===== src/fsh_pkg.sv =====
`timescale 1ns / 1ps

package fsh_pkg;

    localparam int unsigned HASH_W  = 64;
    localparam int unsigned VALUE_W = 32;
    localparam int unsigned BYTE_W  = 8;
    localparam int unsigned BIOME_W = 16;

    localparam logic [HASH_W-1:0] HASH_BASIS = 64'd14695981039346656037;

    // The FNV prime is 2^40 + 0x1B3, so one round is a shift plus a narrow product.
    localparam int unsigned PRIME_SHIFT = 40;
    localparam logic [8:0]  PRIME_LOW   = 9'h1B3;

    // Round counter inside the multi-round state: values 0 to 2 for rounds 2 to 4 of a block state.
    localparam int unsigned   CNT_W    = 2;
    localparam logic [CNT_W-1:0] CNT_FINAL = 2'd2;

    typedef enum logic [0:0] {
        ST_IDLE  = 1'b0,
        ST_ROUND = 1'b1
    } state_t;

    typedef enum logic [0:0] {
        MODE_BLOCK = 1'b0,
        MODE_BIOME = 1'b1
    } mode_t;

    typedef struct packed {
        logic load;       // capture the remaining bytes of a new item
        logic sel_input;  // take the round operand from the input ports
        logic biome;      // the input operand is the 16-bit biome value
        logic advance;    // commit one round to the running hash
        logic emit;       // move the folded hash to the output register
    } cmd_t;

    function automatic logic [HASH_W-1:0] fold_round(
        input logic [HASH_W-1:0] h,
        input logic [HASH_W-1:0] v
    );
        logic [HASH_W-1:0] x;
        begin
            x = h ^ v;
            fold_round = (x << PRIME_SHIFT) + (x * HASH_W'(PRIME_LOW));
        end
    endfunction

endpackage


===== src/fsh_ctrl.sv =====
`timescale 1ns / 1ps

module fsh_ctrl (
    input  logic          clk,
    input  logic          rst_n,
    input  logic          in_valid,
    input  logic          mode,
    input  logic          last_element,
    input  logic          out_ready,
    output logic          in_ready,
    output logic          out_valid,
    output fsh_pkg::cmd_t cmd
);
    import fsh_pkg::*;

    state_t             state_reg, state_next;
    logic [CNT_W-1:0]   cnt_reg, cnt_next;
    logic               last_reg, last_next;
    logic               out_valid_reg, out_valid_next;
    logic               out_free;
    logic               accept;
    logic               final_round;

    assign out_free    = !out_valid_reg || out_ready;
    assign in_ready    = (state_reg == ST_IDLE) && out_free;
    assign accept      = in_valid && in_ready;
    assign final_round = (cnt_reg == CNT_FINAL);
    assign out_valid   = out_valid_reg;

    // Next state.
    always_comb
    begin
        state_next = state_reg;
        cnt_next   = cnt_reg;
        last_next  = last_reg;
        case (state_reg)
            ST_IDLE:
            begin
                if (accept && (mode_t'(mode) == MODE_BLOCK))
                begin
                    state_next = ST_ROUND;
                    cnt_next   = '0;
                    last_next  = last_element;
                end
            end
            ST_ROUND:
            begin
                if (!final_round)
                begin
                    cnt_next = cnt_reg + 1'b1;
                end
                else if (!last_reg || out_free)
                begin
                    state_next = ST_IDLE;
                end
            end
            default:
            begin
                state_next = ST_IDLE;
            end
        endcase
    end

    // Outputs.
    always_comb
    begin
        cmd = '0;
        case (state_reg)
            ST_IDLE:
            begin
                cmd.sel_input = 1'b1;
                cmd.biome     = (mode_t'(mode) == MODE_BIOME);
                if (accept)
                begin
                    cmd.load    = 1'b1;
                    cmd.advance = 1'b1;
                    cmd.emit    = (mode_t'(mode) == MODE_BIOME) && last_element;
                end
            end
            ST_ROUND:
            begin
                // The last round of a marked item waits for a free output register.
                if (!final_round || !last_reg || out_free)
                begin
                    cmd.advance = 1'b1;
                    cmd.emit    = final_round && last_reg;
                end
            end
            default:
            begin
                cmd = '0;
            end
        endcase
    end

    always_comb
    begin
        if (cmd.emit)
        begin
            out_valid_next = 1'b1;
        end
        else if (out_ready)
        begin
            out_valid_next = 1'b0;
        end
        else
        begin
            out_valid_next = out_valid_reg;
        end
    end

    always_ff @(posedge clk or negedge rst_n)
    begin
        if (!rst_n)
        begin
            state_reg     <= ST_IDLE;
            cnt_reg       <= '0;
            last_reg      <= 1'b0;
            out_valid_reg <= 1'b0;
        end
        else
        begin
            state_reg     <= state_next;
            cnt_reg       <= cnt_next;
            last_reg      <= last_next;
            out_valid_reg <= out_valid_next;
        end
    end

    a_emit_free: assert property (@(posedge clk) disable iff (!rst_n)
        cmd.emit |-> out_free)
        else $error("result emitted over an untaken result");

    a_ready_idle: assert property (@(posedge clk) disable iff (!rst_n)
        in_ready |-> (state_reg == ST_IDLE))
        else $error("input ready while rounds are in progress");

    a_round_exit: assert property (@(posedge clk) disable iff (!rst_n)
        (state_reg == ST_ROUND && final_round && cmd.advance) |=> (state_reg == ST_IDLE))
        else $error("final round did not return to idle");

    a_cnt_range: assert property (@(posedge clk) disable iff (!rst_n)
        (state_reg == ST_ROUND) |-> (cnt_reg <= CNT_FINAL))
        else $error("round counter out of range");

endmodule


===== src/fsh_datapath.sv =====
`timescale 1ns / 1ps

module fsh_datapath (
    input  logic                         clk,
    input  logic                         rst_n,
    input  fsh_pkg::cmd_t                cmd,
    input  logic [fsh_pkg::VALUE_W-1:0]  element_value,
    output logic [fsh_pkg::HASH_W-1:0]   hash_value
);
    import fsh_pkg::*;

    localparam int unsigned REST_W = VALUE_W - BYTE_W;

    logic [HASH_W-1:0] hash_reg, hash_next;
    logic [REST_W-1:0] rest_reg, rest_next;
    logic [HASH_W-1:0] out_reg;
    logic [HASH_W-1:0] operand;
    logic [HASH_W-1:0] folded;

    always_comb
    begin
        if (cmd.sel_input)
        begin
            if (cmd.biome)
            begin
                operand = HASH_W'(element_value[BIOME_W-1:0]);
            end
            else
            begin
                operand = HASH_W'(element_value[BYTE_W-1:0]);
            end
        end
        else
        begin
            operand = HASH_W'(rest_reg[BYTE_W-1:0]);
        end
    end

    assign folded = fold_round(hash_reg, operand);

    always_comb
    begin
        hash_next = hash_reg;
        if (cmd.emit)
        begin
            hash_next = HASH_BASIS;
        end
        else if (cmd.advance)
        begin
            hash_next = folded;
        end
    end

    always_comb
    begin
        if (cmd.load)
        begin
            rest_next = element_value[VALUE_W-1:BYTE_W];
        end
        else if (cmd.advance)
        begin
            rest_next = rest_reg >> BYTE_W;
        end
        else
        begin
            rest_next = rest_reg;
        end
    end

    always_ff @(posedge clk or negedge rst_n)
    begin
        if (!rst_n)
        begin
            hash_reg <= HASH_BASIS;
        end
        else
        begin
            hash_reg <= hash_next;
        end
    end

    always_ff @(posedge clk)
    begin
        rest_reg <= rest_next;
        if (cmd.emit)
        begin
            out_reg <= folded;
        end
    end

    assign hash_value = out_reg;

    a_basis_after_emit: assert property (@(posedge clk) disable iff (!rst_n)
        cmd.emit |=> (hash_reg == HASH_BASIS))
        else $error("running hash not restarted after a result");

    a_out_captured: assert property (@(posedge clk) disable iff (!rst_n)
        cmd.emit |=> (out_reg == $past(folded)))
        else $error("output register missed the finished hash");

    a_hold_idle: assert property (@(posedge clk) disable iff (!rst_n)
        (!cmd.advance && !cmd.emit) |=> $stable(hash_reg))
        else $error("running hash changed without a round");

endmodule


===== src/fnv1a_section_hasher.sv =====
`timescale 1ns / 1ps

// FNV-1a section hasher.
// Input channel (in_valid/in_ready) carries one element per item: element_value,
// mode (0 = block state, 1 = biome) and last_element. Output channel
// (out_valid/out_ready) carries hash_value, one item per section, produced on
// the element marked last.
// A biome item is folded in the accept cycle itself, so biomes stream at one
// item per cycle while in_ready stays high. A block-state item needs four
// XOR-multiply rounds on the one shared round unit: the first in the accept
// cycle, three more after it, while in_ready stays low. The hash of a
// section ending in a biome appears on out_valid the cycle after the accept;
// one ending in a block state appears once its final round is committed.
// The finished hash sits in an output register, and the next section can start
// in the same cycle the receiver takes it. When the receiver stalls with that
// register full, in_ready drops and a marked block state holds its final round
// until the register frees.
// Reset clears the running hash to the offset basis and empties the output.
module fnv1a_section_hasher (
    input  logic                         clk,
    input  logic                         rst_n,
    input  logic                         in_valid,
    output logic                         in_ready,
    input  logic [fsh_pkg::VALUE_W-1:0]  element_value,
    input  logic                         mode,
    input  logic                         last_element,
    output logic                         out_valid,
    input  logic                         out_ready,
    output logic [fsh_pkg::HASH_W-1:0]   hash_value
);
    import fsh_pkg::*;

    cmd_t cmd;

    fsh_ctrl u_ctrl (
        .clk          (clk),
        .rst_n        (rst_n),
        .in_valid     (in_valid),
        .mode         (mode),
        .last_element (last_element),
        .out_ready    (out_ready),
        .in_ready     (in_ready),
        .out_valid    (out_valid),
        .cmd          (cmd)
    );

    fsh_datapath u_datapath (
        .clk           (clk),
        .rst_n         (rst_n),
        .cmd           (cmd),
        .element_value (element_value),
        .hash_value    (hash_value)
    );

endmodule

===== config.mk =====
export PLATFORM = sky130hd
export DESIGN_NAME = fnv1a_section_hasher
export DESIGN_NICKNAME = d
export VERILOG_FILES = /design/src/fsh_pkg.sv /design/src/fsh_ctrl.sv /design/src/fsh_datapath.sv /design/src/fnv1a_section_hasher.sv
export SDC_FILE = /design/constraint.sdc
export NUM_CORES = 1
export LEC_CHECK = 0
export BUFFER_PORTS_ARGS = -buffer_cell sky130_fd_sc_hd__buf_4
export CORE_MARGIN = 5
export CORE_UTILIZATION = 55
export DETAILED_ROUTE_END_ITERATION = 10
export PLACE_DENSITY = 0.79
export SLEW_MARGIN = 15
export SYNTH_ARGS = -nofsm -noshare
export SYNTH_HDL_FRONTEND = slang
export SYNTH_SLANG_ARGS = --single-unit
export TNS_END_PERCENT = 10

===== constraint.sdc =====
create_clock -name clk -period 13.04 [get_ports clk]
set_input_delay 1.304 -clock clk [delete_from_list [all_inputs] [get_ports clk]]
set_output_delay 1.304 -clock clk [all_outputs]
set_load 0.02 [all_outputs]

==> impl_metrics.yaml <==
worst_setup_path:
  r2r_start: "u_ctrl.state_reg$_DFF_PN0_"
  critical_path.slowest_cell: "nor2b_1"
  cp-end-kind: "register"
  cp.required_ns: 13.40
  crit_start: "mode"
  worstPathMaxFanout: 9
  critical_path_class: "in -> reg"
  r2r_end: "u_datapath.hash_reg[60]$_DFFE_PN0P_"
  cpMostUsedCell: "ha_1"
  ff2ff_path_depth: 22
  rrSetupSlack_ns: 5.87
  cp_slowest_stage_delay_ns: 0.52
  critPathLaunchType: "input port"
  setup.worst_path.end: "u_datapath.hash_reg[60]$_DFFE_PN0P_"
  path_cells: "buf_4 > nor2b_1 > nand2_1 > xnor2_1 > ha_1 > xor2_1 > ha_1 > inv_1 > fa_1 > fa_1 > inv_1 > ha_1 > ha_1 > o21ai_0 > o21ai_0 > a21oi_1 > o21ai_0 > a41oi_1 > o2111ai_1 > nand2_1 > o211ai_1 > xnor2_1 > a22o_1"
  crit_arrival_ns: 7.70
floorplan:
  dieArea_um2: 34200
  die_w_um: 185
  fp-row-count: 64
  initial_core_util_pct: 55.4
  io_pins: 104
  core_region_area_um2: 30300
  die_y_um: 185
global_routing:
  grt_pass1_vias: 12555
  antenna_found_initial: 1
  grt_start_max_net_pins: 55
  grt_first_pass_wirelength_mm: 70.3
  overflow: 0
  grtUsageTotal_pct: 27.2
cts:
  h-tree-depth: 4
  cts_resized: 0
  cts_tree: "done"
  cts_made_buffers: 17
  clk_pin_slew_worst_paths_ns: 0.08
  numClockSinks: 157
  cts_hold_buffers: 0
  cts-root-buf: "clkbuf_16"
  cts_setup_buffers: 0
  cts_buffer_depth: 2
  insertion_delay_ns: 0.47
timing:
  worst_pin_slew_ns: 0.979
  finalSetupViolCount: 0
  rsz0062_at_grt: "no"
  max_freq_mhz: 136
  slew_viol_final: 0
  tns_ns: 0
  skew_ns: 0.0161
  fin_crit_ns: 7.34
  slew_headroom_pct: 34.7
  hold_viol: 0
  holdWs_ns: 0.482
  fin_crit_sh_pct: 56.3
synth:
  synth_top_area_cell: "fa_1"
  yosys.cell_types.count: 64
  synthArstFlopShare_pct: 43.9
  synthesis.instances: 1530
  ys_ff_latch: 157
  synth_top_area_share_pct: 26.3
  synthFlopType: "edfxtp_1"
  mappedNetlistNets: 1981
  synth.area.top_cells: "fa_1, edfxtp_1, ha_1"
  ys.warnings.count: 0
  avgSynthCellArea_um2: 11.0
  yosysSeqAreaShare_pct: 26.2
  netlist_area_um2: 16800
  synth_common_cells: "inv_1, fa_1, ha_1"
  synth-edff-count: 88
  yosysMostFrequentCell: "inv_1"
route:
  drt-met1-wl_mm: 18.5
  vias: 11724
  wire_per_inst_um: 21.7
  viasPerCell: 5.78
  drtPass1Iterations: 5
  dr.first_iter.drc_count: 812
  totalWireLength_mm: 44.0
  drc: 0
  top_layer: "met4"
  dr_wl_met3_mm: 3.22
  routed-wl-met2_mm: 20.7
  ant_nets: 0
layout:
  ff_latch_area_um2: 4400
  syn_to_final_growth_pct: 10.6
  antenna_cells: 0
  final_cells: 2028
  multiInputGateArea_um2: 11200
  post-route-util_pct: 61.3
  nFillCells: 2396
  nets: 2070
  drive_above_1_share_pct: 12.7
outcome:
  status: "completed"
hold_path:
  min_path_type: "reg -> reg"
placed_design:
  dp_hpwl_mm: 36.1
  place.gp.congestion: 0.942
  dpl.cell_count: 1996
  portBuffers: 103
run:
  drv_cap: 0
==> worst min-delay path by stage <==
stage	cells past startpoint	to	startpoint
4_1_cts	2	u_datapath.hash_reg[53]$_DFFE_PN1P_	u_datapath.hash_reg[53]$_DFFE_PN1P_
3_5_place_dp	2	u_datapath.hash_reg[53]$_DFFE_PN1P_	u_datapath.hash_reg[53]$_DFFE_PN1P_
6_report	2	u_datapath.hash_reg[53]$_DFFE_PN1P_	u_datapath.hash_reg[53]$_DFFE_PN1P_
3_3_place_gp	2	u_datapath.hash_reg[59]$_DFFE_PN1P_	u_datapath.hash_reg[59]$_DFFE_PN1P_
5_1_grt	2	u_datapath.hash_reg[53]$_DFFE_PN1P_	u_datapath.hash_reg[53]$_DFFE_PN1P_
2_1_floorplan	2	u_datapath.hash_reg[53]$_DFFE_PN1P_	u_datapath.hash_reg[53]$_DFFE_PN1P_
==> area by class of cell <==
cell class              count  area share (%)
clock inverters            15            1.01
flip-flops and latches    157            23.7
multi-input cells        1050            60.2
well taps                 396            2.67
repair buffers            109            4.40
clock buffers              17            2.29
inverters                 284            5.73
==> cell usage in the layout, fill, tap and decap left out, types with 11 or more instances in the layout <==
| cell | instances |
|---|---|
| inv_1 | 282 |
| fa_1 | 221 |
| ha_1 | 192 |
| buf_4 | 109 |
| xnor2_1 | 89 |
| edfxtp_1 | 88 |
| a21oi_1 | 73 |
| nand2_1 | 70 |
| o21ai_0 | 48 |
| xor2_1 | 42 |
| dfrtp_1 | 41 |
| a22o_1 | 37 |
| a21o_1 | 36 |
| nor2_1 | 35 |
| dfstp_2 | 28 |
| o22a_1 | 22 |
| nand4_1 | 17 |
| mux2_2 | 17 |
| clkbuf_16 | 17 |
| o21bai_1 | 16 |
| nand3_1 | 12 |
| a31oi_1 | 12 |
| and2_1 | 11 |
==> critical path, delay by kind of cell <==
kind / cells / cell delay, ns
compound gates: 8 / 2.29
xor+xnor: 3 / 0.74
fa+ha+maj: 6 / 2.25
buf+inv: 3 / 0.17
simple gates: 3 / 0.92
==> stage by stage <==
stage,setup WS (ns),cell area (um^2)
after global placement,5.26,18000
final,5.70,18600
after CTS,5.73,18600
after detailed placement,5.25,18000
after global routing,5.30,18600
after floorplan,6.40,16800
==> kinds of logic after synthesis <==
| logic type | synth area share (%) |
|---|---|
| AOI/OAI and AO/OA | 12.2 |
| and+or+nand+nor | 5.25 |
| muxes | 1.67 |
| xor gates and xnor gates | 6.82 |
| adders and majority gates | 40.6 |
| DFF | 26.2 |
| buffers and inverters | 7.26 |
==> metal layers <==
layer,GRT usage [%],up-vias
li1,-,5304
met1,37.2,5897
met2,42.6,443
met3,6.30,80
met4,10.5,0
met5,0,-
Power is left out: the tool's default activity adds up to more than one toggle a clock period on the data nets, which glitch-free logic cannot reach.
